`src/design/tlvtp_pkg.sv`:
```
`default_nettype none

package tlvtp_pkg;

   // Configuration register indexes
   localparam logic [1:0] CSR_DEVICE_CODE      = 2'd0;
   localparam logic [1:0] CSR_TEMPERATURE_CODE = 2'd1;
   localparam logic [1:0] CSR_HUMIDITY_CODE    = 2'd2;

   // Reset values of the type codes
   localparam logic [7:0] DEVICE_CODE_RESET      = 8'd1;
   localparam logic [7:0] TEMPERATURE_CODE_RESET = 8'd2;
   localparam logic [7:0] HUMIDITY_CODE_RESET    = 8'd3;

   // Value length required of a known entry
   localparam logic [7:0] KNOWN_LENGTH = 8'd4;

   // Input command codes
   localparam logic CMD_BYTE = 1'b0;
   localparam logic CMD_END  = 1'b1;

   // Parser phase
   typedef enum logic [1:0] {
      PH_TYPE  = 2'd0,
      PH_LEN   = 2'd1,
      PH_KNOWN = 2'd2,
      PH_SKIP  = 2'd3
   } phase_type;

endpackage

`default_nettype wire

```
`src/design/tlv_telemetry_parser.sv`:
```
`default_nettype none

// TLV telemetry parser, one buffer byte per transaction.
// A result appears on rsp_ in the cycle after its end transaction is accepted.
// Throughput: one transaction per cycle; req_ready drops only while a result is stalled.
// The parser state updates in the accept cycle, so back-to-back bytes chain freely.
// Reset (synchronous, active high) restores type codes 1, 2, 3 and clears all parse state.
module tlv_telemetry_parser
   import tlvtp_pkg::*;
(
   input  wire logic        clock,
   input  wire logic        reset,

   input  wire logic        req_valid,
   output logic             req_ready,
   input  wire logic        req_cmd,
   input  wire logic [7:0]  req_data_byte,

   output logic             rsp_valid,
   input  wire logic        rsp_ready,
   output logic             rsp_status,
   output logic [31:0]      rsp_unit_ident,
   output logic [31:0]      rsp_temperature_bits,
   output logic [31:0]      rsp_humidity_bits,

   input  wire logic        csr_write_enable,
   input  wire logic [1:0]  csr_index,
   input  wire logic [7:0]  csr_write_data
);

   // Configuration registers
   logic [7:0] dev_code_ff, dev_code_in;
   logic [7:0] temp_code_ff, temp_code_in;
   logic [7:0] hum_code_ff, hum_code_in;

   // Parse state
   phase_type   phase_ff, phase_in;
   logic [7:0]  entry_type_ff, entry_type_in;
   logic [7:0]  bytes_left_ff, bytes_left_in;
   logic [31:0] value_ff, value_in;
   logic [31:0] held_dev_ff, held_dev_in;
   logic [31:0] held_temp_ff, held_temp_in;
   logic [31:0] held_hum_ff, held_hum_in;
   logic        error_ff, error_in;

   // Result register
   logic        rsp_valid_ff, rsp_valid_in;
   logic        rsp_status_ff, rsp_status_in;
   logic [31:0] rsp_dev_ff, rsp_dev_in;
   logic [31:0] rsp_temp_ff, rsp_temp_in;
   logic [31:0] rsp_hum_ff, rsp_hum_in;

   logic accept;
   logic entry_known;
   logic [7:0] bytes_dec;

   // Take a new transaction unless a finished result is stalled
   assign req_ready = !rsp_valid_ff || rsp_ready;
   assign accept    = req_valid && req_ready;

   assign entry_known = (entry_type_ff == dev_code_ff) || (entry_type_ff == temp_code_ff)
                        || (entry_type_ff == hum_code_ff);
   assign bytes_dec   = bytes_left_ff - 8'd1;

   // Configuration writes; indexes beyond the list are dropped
   always_comb begin
      dev_code_in  = dev_code_ff;
      temp_code_in = temp_code_ff;
      hum_code_in  = hum_code_ff;
      if (csr_write_enable) begin
         case (csr_index)
            CSR_DEVICE_CODE:      dev_code_in  = csr_write_data;
            CSR_TEMPERATURE_CODE: temp_code_in = csr_write_data;
            CSR_HUMIDITY_CODE:    hum_code_in  = csr_write_data;
            default:              ;
         endcase
      end
   end

   // Advance the parser and load the result on an end transaction
   always_comb begin
      phase_in      = phase_ff;
      entry_type_in = entry_type_ff;
      bytes_left_in = bytes_left_ff;
      value_in      = value_ff;
      held_dev_in   = held_dev_ff;
      held_temp_in  = held_temp_ff;
      held_hum_in   = held_hum_ff;
      error_in      = error_ff;
      rsp_status_in = rsp_status_ff;
      rsp_dev_in    = rsp_dev_ff;
      rsp_temp_in   = rsp_temp_ff;
      rsp_hum_in    = rsp_hum_ff;
      rsp_valid_in  = rsp_valid_ff && !rsp_ready;

      if (accept && req_cmd == CMD_END) begin
         rsp_valid_in  = 1'b1;
         rsp_status_in = error_ff || (phase_ff != PH_TYPE);
         rsp_dev_in    = held_dev_ff;
         rsp_temp_in   = held_temp_ff;
         rsp_hum_in    = held_hum_ff;
         // Clear everything but the type codes for the next buffer
         phase_in      = PH_TYPE;
         entry_type_in = '0;
         bytes_left_in = '0;
         value_in      = '0;
         held_dev_in   = '0;
         held_temp_in  = '0;
         held_hum_in   = '0;
         error_in      = 1'b0;
      end else if (accept && !error_ff) begin
         case (phase_ff)
            PH_LEN: begin
               bytes_left_in = req_data_byte;
               value_in      = '0;
               if (entry_known) begin
                  if (req_data_byte != KNOWN_LENGTH) begin
                     error_in = 1'b1;
                  end else begin
                     phase_in = PH_KNOWN;
                  end
               end else begin
                  phase_in = (req_data_byte == 8'd0) ? PH_TYPE : PH_SKIP;
               end
            end
            PH_KNOWN: begin
               value_in      = {value_ff[23:0], req_data_byte};
               bytes_left_in = bytes_dec;
               // Commit on the last value byte, routed by the current codes
               if (bytes_dec == 8'd0) begin
                  phase_in = PH_TYPE;
                  if (entry_type_ff == dev_code_ff) begin
                     held_dev_in = {value_ff[23:0], req_data_byte};
                  end else if (entry_type_ff == temp_code_ff) begin
                     held_temp_in = {value_ff[23:0], req_data_byte};
                  end else if (entry_type_ff == hum_code_ff) begin
                     held_hum_in = {value_ff[23:0], req_data_byte};
                  end
               end
            end
            PH_SKIP: begin
               bytes_left_in = bytes_dec;
               if (bytes_dec == 8'd0) begin
                  phase_in = PH_TYPE;
               end
            end
            default: begin
               entry_type_in = req_data_byte;
               phase_in      = PH_LEN;
            end
         endcase
      end
   end

   // Hold control and parse state
   always_ff @(posedge clock) begin
      if (reset) begin
         dev_code_ff   <= DEVICE_CODE_RESET;
         temp_code_ff  <= TEMPERATURE_CODE_RESET;
         hum_code_ff   <= HUMIDITY_CODE_RESET;
         phase_ff      <= PH_TYPE;
         entry_type_ff <= '0;
         bytes_left_ff <= '0;
         value_ff      <= '0;
         held_dev_ff   <= '0;
         held_temp_ff  <= '0;
         held_hum_ff   <= '0;
         error_ff      <= 1'b0;
         rsp_valid_ff  <= 1'b0;
      end else begin
         dev_code_ff   <= dev_code_in;
         temp_code_ff  <= temp_code_in;
         hum_code_ff   <= hum_code_in;
         phase_ff      <= phase_in;
         entry_type_ff <= entry_type_in;
         bytes_left_ff <= bytes_left_in;
         value_ff      <= value_in;
         held_dev_ff   <= held_dev_in;
         held_temp_ff  <= held_temp_in;
         held_hum_ff   <= held_hum_in;
         error_ff      <= error_in;
         rsp_valid_ff  <= rsp_valid_in;
      end
   end

   // Result payload
   always_ff @(posedge clock) begin
      rsp_status_ff <= rsp_status_in;
      rsp_dev_ff    <= rsp_dev_in;
      rsp_temp_ff   <= rsp_temp_in;
      rsp_hum_ff    <= rsp_hum_in;
   end

   assign rsp_valid            = rsp_valid_ff;
   assign rsp_status           = rsp_status_ff;
   assign rsp_unit_ident       = rsp_dev_ff;
   assign rsp_temperature_bits = rsp_temp_ff;
   assign rsp_humidity_bits    = rsp_hum_ff;

   // An end transaction leaves a clean parser behind
   a_end_clears: assert property (@(posedge clock) disable iff (reset)
      (accept && req_cmd == CMD_END) |=> (phase_ff == PH_TYPE && !error_ff))
      else $error("parser not cleared after end transaction");

   // A result appears only after an accepted end transaction
   a_rsp_source: assert property (@(posedge clock) disable iff (reset)
      $rose(rsp_valid_ff) |-> $past(accept && req_cmd == CMD_END))
      else $error("result without end transaction");

   // A known entry always has between one and four value bytes pending
   a_known_count: assert property (@(posedge clock) disable iff (reset)
      (phase_ff == PH_KNOWN) |-> (bytes_left_ff != 8'd0 && bytes_left_ff <= KNOWN_LENGTH))
      else $error("known entry byte count out of range");

   // A skipped entry never sits at zero bytes left
   a_skip_count: assert property (@(posedge clock) disable iff (reset)
      (phase_ff == PH_SKIP) |-> (bytes_left_ff != 8'd0))
      else $error("skip phase with no bytes left");

endmodule

`default_nettype wire

```
`config.mk`:
```
export PLATFORM = sky130hd
export DESIGN_NAME = tlv_telemetry_parser
export DESIGN_NICKNAME = d
export VERILOG_FILES = /design/src/design/tlvtp_pkg.sv /design/src/design/tlv_telemetry_parser.sv
export SDC_FILE = /design/constraint.sdc
export NUM_CORES = 1
export LEC_CHECK = 0
export CORE_MARGIN = 2
export CORE_UTILIZATION = 34
export CTS_BUF_LIST = sky130_fd_sc_hd__clkbuf_16
export CTS_CLUSTER_DIAMETER = 200
export CTS_CLUSTER_SIZE = 28
export DETAILED_ROUTE_END_ITERATION = 6
export DONT_BUFFER_PORTS = 1
export GPL_TIMING_DRIVEN = 1
export REMOVE_ABC_BUFFERS = 1
export SYNTH_ARGS = -nofsm -noshare
export SYNTH_HDL_FRONTEND = slang
export SYNTH_SLANG_ARGS = --single-unit
```
`constraint.sdc`:
```
create_clock -name clock -period 3.4 [get_ports clock]
set_input_delay 0.85 -clock clock [delete_from_list [all_inputs] [get_ports clock]]
set_output_delay 0.85 -clock clock [all_outputs]
set_load 0.1 [all_outputs]
```
==> After elaboration in Yosys (flattened, before gate mapping) <==
Cells that the tools add are included.
{ "word_totals": {"memories": 0, "out_inout_bits": 99, "reg_bits": 261, "ramBits": 0, "inputBits": 24, "word_cells": 70, "latch_bits": 0, "rom_bits": 0} }
{ "op_classes": {"n_reduce_logical": 31, "multipliers": 0, "shift": 0, "n_div": 0, "mux": 8, "n_addsub": 1, "order_cmp": 0, "bitwise_logic": 3, "eq_ne": 11} }
{ "ops": {"columns": ["operator", "count"], "rows": [
  ["$pmux W24 S2", 1],
  ["$eq A8 B8 Y1", 3],
  ["$logic_not A8 Y1", 2],
  ["$pmux W8 S2", 1],
  ["$reduce_and A2 Y1", 6],
  ["$mux W2", 4],
  ["$ne A8 B3 Y1 const B", 1],
  ["$reduce_and A4 Y1", 2],
  ["$sub A8 B1 Y8 const B", 1],
  ["$eq A2 B2 Y1 const B", 3],
  ["$reduce_and A6 Y1", 1],
  ["$reduce_bool A2 Y1", 3],
  ["$reduce_and A5 Y1", 1],
  ["$eq A2 B1 Y1 const B", 2],
  ["$logic_and A1 B1 Y1", 4],
  ["$logic_or A1 B1 Y1", 4],
  ["$pmux W2 S2", 1],
  ["$reduce_or A2 Y1", 2],
  ["$logic_not A1 Y1", 3],
  ["$ne A3 B3 Y1 const B", 1],
  ["$not A1 Y1", 3],
  ["$reduce_and A3 Y1", 1],
  ["$reduce_or A3 Y1", 1],
  ["$logic_not A2 Y1", 1],
  ["other kinds (2)", 2]
]} }

==> Longest topological paths before layout <==
Gate-level depths: netlist of the first run.
{ "logic_depth": {"word_depth": 5, "mapped_depth": 10, "mapped_depth_nobuf": 8} }

==> Least setup slack after synthesis of the first run <==
No wires, ideal clock.
{ "synth_timing": {"kind": "register to register", "from": "register rsp_valid_ff (netlist: rsp_valid)", "to": "register rsp_hum_ff[0] (netlist: rsp_humidity_bits[0]) (enable)", "required_time_ns": 2.950, "t_arrival_ns": 3.768, "stages_incl_launch_ff": 5, "setup_slack_ns": -0.819, "path_buffers": 0, "synth_period_minus_slack_ns": 4.219, "path_cell_list": "dfxtp_1 nor2b_1 inv_1 nand3_1 inv_1"} }
{ "synth_via": {"elab_chain_cells": 4} }
{ "synth_lines": {"columns": ["item", "line_no", "text"], "rows": [
  ["start: declaration", "tlv_telemetry_parser.sv:47", "logic rsp_valid_ff, rsp_valid_in;"],
  ["start signal: assignment", "tlv_telemetry_parser.sv:182", "rsp_valid_ff <= rsp_valid_in;"],
  ["$logic_not A1 Y1", "tlv_telemetry_parser.sv:58", "assign req_ready = !rsp_valid_ff || rsp_ready;"],
  ["$logic_or A1 B1 Y1", "tlv_telemetry_parser.sv:58", null],
  ["net req_ready", "tlv_telemetry_parser.sv:15", "output logic req_ready,"],
  ["$logic_and A1 B1 Y1", "tlv_telemetry_parser.sv:59", "assign accept = req_valid && req_ready;"],
  ["$logic_and A1 B1 Y1", "tlv_telemetry_parser.sv:96", "if (accept && req_cmd == CMD_END) begin"],
  ["end signal: assignment", "tlv_telemetry_parser.sv:191", "rsp_hum_ff <= rsp_hum_in;"],
  ["end: declaration", "tlv_telemetry_parser.sv:51", "logic [31:0] rsp_hum_ff, rsp_hum_in;"]
]} }
The timed path passes the listed nets, and every way through them passes these cells.
A chain may end at the register's enable or synchronous reset.

==> Worst setup path after layout of the first run <==
{ "layout_timing": {"from": "register bytes_left_ff[0]", "to": "register held_temp_ff[21]"} }
{ "layout_via": {"elab_chain_cells": 3} }
{ "layout_lines": {"columns": ["item", "line_no", "text"], "rows": [
  ["start: declaration", "tlv_telemetry_parser.sv:39", "logic [7:0] bytes_left_ff, bytes_left_in;"],
  ["start signal: assignment", "tlv_telemetry_parser.sv:176", "bytes_left_ff <= bytes_left_in;"],
  ["$sub A8 B1 Y8", "tlv_telemetry_parser.sv:63", "assign bytes_dec = bytes_left_ff - 8'd1;"],
  ["$logic_not A8 Y1", "tlv_telemetry_parser.sv:130", "if (bytes_dec == 8'd0) begin"],
  ["$reduce_and A5 Y1 (no line)", null, null],
  ["end signal: assignment", "tlv_telemetry_parser.sv:179", "held_temp_ff <= held_temp_in;"],
  ["end: declaration", "tlv_telemetry_parser.sv:42", "logic [31:0] held_temp_ff, held_temp_in;"]
]} }
Every way passes these cells.

==> results.md, run 1 <==
* DP Area at 10000 um^2
* Largest net degree at the start of global routing at 96
* CP endpoint kind: flip-flop
* Synth area leaders: dfxtp_1 34%, edfxtp_1 30%, mux2i_1 9.5%, nor2_1 4.5%, nand2_1 3.8%
* First-pass GRT wire length at 31.0 mm
* Input/output buffers at 0
* Syn Area/Cell at 11.7 um^2
* P per Cell Area at 541 nW/um^2
* N_diodes at 0
* 1st-iter DRT viols at 430
* Antenna viol nets, final at 0
* Final setup fails at 0
* Mapped cell area at 9570 um^2
* Die footprint at 29500 um^2
* Post-synth top cells: 164 x dfxtp_1, 114 x nor2_1, 97 x edfxtp_1, 97 x nand2_1, 91 x mux2i_1
* Largest stage delay, worst path at 580 ps
* Layout Skew at 21.0 ps
* Post-synth EDFFs at 97
* Most frequent cell after synthesis: dfxtp_1
* Die X at 172 um
* Number of global-route vias before repair at 5315
* H-tree depth at 1
* Global-route usage over all layers at 13.4%
* Crit path kind: reg -> reg
* DRC at 0
* Core Area at 27800 um^2
* Drt first pass iters at 7
* Rel. slew slack at 36.4%
* Postcts setup bufs at 0
* Worst Path Max Fanout at 23
* Design area at 10400 um^2
* Post-Route WL at 19.8 mm
* Final core occ at 37.3%
* Leakage at 0.00374 uW
* Mux contribution to synthesized area at 9.52%
* Startpoint Class: flip-flop
* Worst-margin pin slew at 955 ps
* Uppermost layer routed: met4
* Crit path DAT at 3260 ps
* Fin crit period at 2880 ps
* Hold/Removal Path Class: in -> reg
* Grt ovf at 0
* Row count at 61
* Hold_buf cts at 0
* Critical-path cell list: inv_1, ha_1, or3b_1, o31ai_1, nand4_1, nand4bb_4, buf_12, a31o_2
* Final Max Slew Viols at 0
* DR WL met2 at 9.10 mm
* Fill cell count at 2753
* Complex-gate fraction of the synthesized area at 6.75%
* Yosys warning total at 0
* Mapped Cells at 815
* Nets@finish at 826
* M1 WL at 9.47 mm
* Layout cells sized above 1 at 5.88%
* Critical path's slowest cell: nand4bb_4
* Largest family of logic cells by synthesized area: simple AND/OR/NAND/NOR gates
* Resized cells post-CTS at 0
* CTS Buf Count at 13
* Crit path max-delay family: simple AND/OR/NAND/NOR gates
* Synth Register Bits at 261
* Post-synth top area share at 34.3%
* Clock transition at path regs at 110 ps
* Routed vias/inst at 4.85
* Skew-Pair Late Insertion Delay at 490 ps
* Sink Count at 261
* Area share of xor/xnor cells in the synthesized design at 2.55%
* Max-cap violation count at 0
* Unrepaired setup endpoints after global routing: no
* Via count at 5709
* Simple-gate share of the synthesized area at 12.8%
* Peak VDD IR at 0.332 mV
* HPWL Detailed at 12.7 mm
* Yosys cell types at 46
* Hold Fails Final Rpt at 0
* Met3 Routed Length at 927 um
* Avg WL per Cell at 16.8 um
* CP Data Required Time at 3780 ps
* Initial antenna violation count at 0
* P&R area growth vs syn at 8.38%
* IO Count at 123
* Initial Utilization at 34.4%
* Post-synthesis adder-cell area fraction at 0.784%
* Leading area contributor after synthesis: dfxtp_1
* Ys flop type: dfxtp_1
* Placer Congestion at 0.853
* CTS tree: yes
* Async S/R FF share, synth at 0%
* Root Driver: clkbuf_16
* Deepest clock path buffer count at 3
* Sequential share of the synthesized area at 64.7%
* Outcome: finished clean
* Chip height at 172 um
* Highest Clock Rate at 347 MHz
* Final Cycle Share at 84.7%
* Power, Total at 5620 uW
* Critical path buffer and inverter count at 2
==> state kept, by name, indices dropped and copies added, names as in the netlist, 2 cells and up <==
register / count
dev_code_ff: 8
rsp_humidity_bits: 32
hum_code_ff: 8
rsp_unit_ident: 32
rsp_temperature_bits: 32
value_ff: 24
phase_ff: 2
temp_code_ff: 8
bytes_left_ff: 8
entry_type_ff: 8
held_temp_ff: 32
held_hum_ff: 32
held_dev_ff: 32
==> path summary, 6_finish.rpt <==
path	start	to	slack [ps]	cells after the start
max reg2reg	bytes_left_ff[0]$_SDFFE_PP0P_	held_temp_ff[21]$_SDFFE_PP0P_	520	8
max	bytes_left_ff[0]$_SDFFE_PP0P_	held_temp_ff[21]$_SDFFE_PP0P_	520	8
min reg2reg	held_temp_ff[2]$_SDFFE_PP0P_	rsp_temperature_bits[2]$_DFFE_PP_	430	0
min	reset	temp_code_ff[4]$_SDFFE_PP0P_	420	1
==> cells by family (layout without fill, tap and decap cells) <==
logic type	count (synthesis)	count (layout)
mux	91	91
fa+ha+maj	6	6
buf+inv	58	43
compound gates	93	93
simple gates	279	279
xor+xnor	27	27
flops	261	261
==> metal layers <==
layer	vias to the layer above	track usage, %
met5	-	0
met4	0	3.22
met3	20	2.55
met2	122	21.0
met1	2763	19.0
li1	2804	-
==> cell usage in the layout, fill, tap and decap left out, types with 3 or more instances in the layout <==
cell type and n:
or4_1 3, buf_4 12, edfxtp_1 97, clkbuf_16 13, a211oi_1 4, nor4_1 7, a211o_1 4, a31o_1 28
mux2i_1 91, xnor2_1 17, nand4_1 5, buf_12 3, xor2_1 9, nand2_1 97, nor3_1 3, nor2_1 114
ha_1 5, nand3_1 27, inv_1 13, dfxtp_1 164, o21ai_0 6, a31o_2 4, a21oi_1 34, nand2b_1 4
==> through the flow <==
step	setup WS, ps	cells	hold WS [ps]	TNS, ps
global route	224	1178	395	0
finish	519	1178	422	0
floorplan	-2650	766	408	-262540
global placement	566	1159	413	0
CTS	480	1178	397	0
detailed placement	511	1159	413	0
==> final cells by class <==
type                       count  area, um^2  share of cell area, %
clock buffer                  13         325                   3.14
clock inverter                 6        38.8                  0.374
inverter                       9        36.3                  0.350
multi-input combinational    496        3150                   30.4
sequential                   261        6200                   59.7
tap                          378         473                   4.56
timing repair buffer          15         150                   1.45
==> where the power goes <==
| part | switching (uW) | internal [uW] |
|---|---|---|
| combinational | 179 | 90.9 |
| sequential | 349 | 3300 |
| clock | 980 | 718 |
(Power assumes the default switching activity.)
==> inputs of run 2 (changes only) <==
Clock period 3.4 ns to 2.7 ns, I/O delays scaled along.
==> run 2 against run 1 <==
Against the previous run:
- flip-flop and latch count stayed put
- clock skew up 17 ps
- die area unchanged
- setup slack got worse by 390 ps
- sequential power is 19% higher
- routed wire length is 3.6% higher
- clock power increased by 28%
- global-route usage is 0.13 points lower
==> results.md, run 2 (synthesis results as in run 1) <==
* Startpoint Class: flip-flop
* Design area at 11000 um^2
* Commonest non-fill, non-tap cell in the layout: dfxtp_1
* Global-route usage over all layers at 13.3%
* Most frequent cells in the layout: 163 x dfxtp_1, 114 x nor2_1, 97 x nand2_1, 97 x edfxtp_1, 91 x mux2i_1
* R2r setup slk at 130 ps
* CTS tree: yes
* Antenna viol nets, final at 0
* Number of global-route vias before repair at 5435
* Inst Count DP at 1224
* Clock transition at path regs at 100 ps
* Worst-margin pin slew at 1130 ps
* P&R area growth vs syn at 15.3%
* Unrepaired setup endpoints after global routing: no
* Leakage at 0.00412 uW
* Critical path buffer and inverter count at 1
* P per Cell Area at 650 nW/um^2
* Hold Fails Final Rpt at 0
* Via count at 5988
* HPWL Detailed at 12.7 mm
* Placer Congestion at 0.813
* Critical path's slowest cell: or4_4
* Crit-path most repeated cell: or4_4
* Crit path max-delay family: simple AND/OR/NAND/NOR gates
* Crit path kind: reg -> reg
* Hold/Removal Path Class: in -> reg
* CP Data Required Time at 3110 ps
* CTS Buf Count at 13
* Critical-path cell list: or4_4, or4_4, xnor2_2, nand4bb_4, buf_12, nor2_1, a31o_2
* Int Power at 5230 uW
* Largest net degree at the start of global routing at 67
* Worst setup margin at 126 ps
* Post-Place Worst Slack at 79.8 ps
* Core Area at 27800 um^2
* Nets@finish at 896
* Row count at 61
* Deepest clock path buffer count at 3
* Largest stage delay, worst path at 560 ps
* Outcome: finished clean
* Flop pwr share at 60.8%
* Crit path DAT at 2980 ps
* Initial Utilization at 34.4%
* Routed vias/inst at 4.79
* DP Area at 10500 um^2
* Hold path startpoint: reset
* N_diodes at 0
* Part of the power in the clock network at 30.3%
* Switching share of power at 27.0%
* Sink Count at 261
* Die X at 172 um
* Post-Route WL at 20.5 mm
* H-tree depth at 1
* Drt first pass iters at 4
* Worst Path Max Fanout at 21
* Highest Clock Rate at 388 MHz
* Avg WL per Cell at 16.4 um
* Non-Filler Instances at 1251
* R2r endpoint: held_temp_ff[22]$_SDFFE_PP0P_
* Cells on worst reg2reg path at 7
* Final Max Slew Viols at 0
* Final Cycle Share at 95.4%
* Initial antenna violation count at 0
* DRC at 0
* Root Driver: clkbuf_16
* Grt ovf at 0
* Critical R2R Launch: bytes_left_ff[0]$_SDFFE_PP0P_
* Input/output buffers at 0
* Fin crit period at 2570 ps
* Peak VDD IR at 0.535 mV
* Max-cap violation count at 0
* Layout Skew at 38.3 ps
* Combinational Power Share at 8.9%
* Switch Pwr at 1930 uW
* Final core occ at 39.7%
* Layout cells sized above 1 at 14.0%
* Final setup fails at 0
* Chip height at 172 um
* CP endpoint kind: flip-flop
* Hold path cells at 1
* Rel. slew slack at 24.8%
* 1st-iter DRT viols at 350
* Die footprint at 29500 um^2
* Skew-Pair Late Insertion Delay at 500 ps
* IO Count at 123
* First-pass GRT wire length at 30.8 mm
* Hold EP: hum_code_ff[6]$_SDFFE_PP0P_
==> run 2: cell count changes in the layout (fill, tap and decap cells not counted), sizes merged <==
cell	before	now
buf	15	83
inv	15	18
clkbuf	13	15
==> run 2: per-stage QoR <==
stage	total power (uW)	hold slack (ps)	TNS (ps)
global placement	5080	412	0
detailed placement	5090	412	0
floorplan	4920	408	-427530
CTS	7260	222	0
finish	7170	244	0
global route	7440	215	0
==> run 2: repair_timing <==
action	CTS	global route
setup endpoints to repair	0	76
gates resized for setup	0	7
hold buffers	0	0
setup buffers	0	1
==> run 2: layout make-up <==
cell class / instances / area (um^2)
flip-flops and latches: 261 / 6200
multi-input cells: 496 / 3170
repair buffers: 85 / 776
fillers: 2720 / 16700
clock buffers: 13 / 325
well taps: 378 / 473
clock inverters: 9 / 55.1
inverters: 9 / 36.3
==> run 2: worst max path at each step <==
stage	depth (start not counted)	slack, ps	endpoint	from
final	7	130	held_temp_ff[22]$_SDFFE_PP0P_	bytes_left_ff[0]$_SDFFE_PP0P_
after global routing	7	50	held_temp_ff[6]$_SDFFE_PP0P_	bytes_left_ff[0]$_SDFFE_PP0P_
after CTS	9	60	held_temp_ff[26]$_SDFFE_PP0P_	bytes_left_ff[0]$_SDFFE_PP0P_
after detailed placement	9	80	held_temp_ff[26]$_SDFFE_PP0P_	bytes_left_ff[0]$_SDFFE_PP0P_
after global placement	9	140	held_temp_ff[24]$_SDFFE_PP0P_	bytes_left_ff[0]$_SDFFE_PP0P_
after floorplan	6	-3350	held_temp_ff[0]$_SDFFE_PP0P_	rsp_valid$_SDFF_PP0_
==> run 2: metal layers <==
metal | share of wire [%] | GRT usage (%) | vias up
met5 | 0 | 0 | -
met4 | 2.0 | 3.18 | 0
met3 | 4.8 | 2.55 | 23
met2 | 46 | 21.2 | 135
met1 | 47 | 18.5 | 2878
li1 | - | - | 2952
==> run 2: power by group through the flow <==
stage	combinational [uW]	clock, uW	sequential [uW]
final	635	2170	4360
after floorplan	236	0	4680
after global routing	678	2390	4370
after CTS	639	2270	4360
after detailed placement	638	0	4450
after global placement	634	0	4450
==> inputs of run 3 (changes only) <==
Settings changed: RECOVER_POWER from default to 50.
==> run 3 against run 2 <==
Against the previous run:
- critical endpoint unchanged
- setup slack worse by 9.9 ps
- clock power hardly changed
- sequential share of layout area is 0.99 points higher
- die area stayed put
- worst hold slack worse by 1.0 ps
- highest routed layer unchanged
==> results.md, run 3 (synthesis results as in run 1) <==
* Fin crit period at 2580 ps
* Worst setup margin at 116 ps
* Root Driver: clkbuf_16
* CP Data Required Time at 3100 ps
* Input/output buffers at 0
* Grt ovf at 0
* Hold/Removal Path Class: in -> reg
* Final core occ at 39.0%
* Setup TNS at 0 ps
* Layout cells sized above 1 at 12.0%
* Avg WL per Cell at 16.4 um
* Outcome: finished clean
* Multi-input gate area at 3170 um^2
* Initial antenna violation count at 0
* P per Cell Area at 659 nW/um^2
* Hold path cells at 1
* Fill cell count at 2756
* Drt first pass iters at 5
* Post-Place Worst Slack at 79.8 ps
* FF/Latch Area at 6200 um^2
* Critical path's slowest cell: or4_4
* Initial Utilization at 34.4%
* Commonest non-fill, non-tap cell in the layout: dfxtp_1
* Worst Path Max Fanout at 21
* Startpoint Class: flip-flop
* Final Max Slew Viols at 0
* Clock transition at path regs at 100 ps
* Hold Fails Final Rpt at 0
* Most frequent cells in the layout: 163 x dfxtp_1, 114 x nor2_1, 97 x nand2_1, 97 x edfxtp_1, 91 x mux2i_1
* Met3 Routed Length at 888 um
* DR WL met2 at 9.52 mm
* Largest net degree at the start of global routing at 67
* 1st-iter DRT viols at 357
* Worst-margin pin slew at 1200 ps
* Antenna viol nets, final at 0
* Via count at 5990
* Skew-Pair Late Insertion Delay at 500 ps
* Largest stage delay, worst path at 560 ps
* Crit path max-delay family: simple AND/OR/NAND/NOR gates
* Critical path buffer and inverter count at 1
* Deepest clock path buffer count at 3
* Sink Count at 261
* Power, Total at 7150 uW
* First-pass GRT wire length at 30.8 mm
* Leakage at 0.00402 uW
* Crit-path most repeated cell: or4_4
* CTS tree: yes
* N_diodes at 0
* Crit path DAT at 2990 ps
* Placer Congestion at 0.813
* Hold_buf cts at 0
* H-tree depth at 1
* Unrepaired setup endpoints after global routing: no
* Peak VDD IR at 0.536 mV
* CP endpoint kind: flip-flop
* Core Area at 27800 um^2
* Number of global-route vias before repair at 5435
* Max-cap violation count at 0
* Global-route usage over all layers at 13.3%
* P&R area growth vs syn at 13.3%
* Uppermost layer routed: met4
* Chip height at 172 um
* Crit path kind: reg -> reg
* Critical path depth in cells at 7
* Layout Skew at 37.8 ps
* DRC at 0
* IO Count at 123
* HPWL Detailed at 12.7 mm
* Post-Route WL at 20.6 mm
* Final setup fails at 0
* Routed vias/inst at 4.79
* Final Cycle Share at 95.7%
* Nets@finish at 896
* Rel. slew slack at 20.3%
* M1 WL at 9.76 mm
* Critical-path cell list: or4_4, or4_4, xnor2_2, nand4bb_4, buf_12, nor2_1, a31o_2
* Die X at 172 um
* CTS Buf Count at 13
* Highest Clock Rate at 387 MHz
* Cells on worst reg2reg path at 7
* Row count at 61
* Die footprint at 29500 um^2
[run 3: cell type report]
type	instances	share of cell area, %
repair buffers	85	5.44
well taps	378	4.36
multi-input cells	496	29.2
clock buffers	13	3.00
clock inverters	9	0.508
flip-flops and latches	261	57.2
inverters	9	0.335
[run 3: worst paths after layout]
path	startpoint	endpoint	slack [ps]
max	bytes_left_ff[0]$_SDFFE_PP0P_	held_temp_ff[22]$_SDFFE_PP0P_	120
min	reset	hum_code_ff[6]$_SDFFE_PP0P_	240
max reg2reg	bytes_left_ff[0]$_SDFFE_PP0P_	held_temp_ff[22]$_SDFFE_PP0P_	120
min reg2reg	held_dev_ff[10]$_SDFFE_PP0P_	rsp_unit_ident[10]$_DFFE_PP_	430
[run 3: metal layers]
metal | global-route usage (%) | up-vias
li1 | - | 2946
met1 | 18.5 | 2898
met2 | 21.2 | 125
met3 | 2.55 | 21
met4 | 3.18 | 0
met5 | 0 | -
[run 3: power breakdown]
| group | leakage (uW) | internal (uW) | switching, uW | total, uW |
|---|---|---|---|---|
| combinational | 0.00157 | 142 | 468 | 610 |
| sequential | 0.00224 | 4150 | 207 | 4360 |
| clock | 0.000212 | 916 | 1260 | 2180 |
| total | 0.00402 | 5210 | 1940 | 7150 |
[run 3: repair_timing]
action,CTS,global route
hold endpoints to repair,0,0
buffers inserted,0,1
endpoints found under the setup margin,0,76
resized for setup,0,7
[run 3: through the flow]
step / hold slack [ps] / area (um^2) / cells
detailed placement: 412 / 10500 / 1224
global route: 215 / 10800 / 1251
CTS: 222 / 10900 / 1246
finish: 243 / 10800 / 1251
floorplan: 408 / 9330 / 766
global placement: 412 / 10500 / 1224
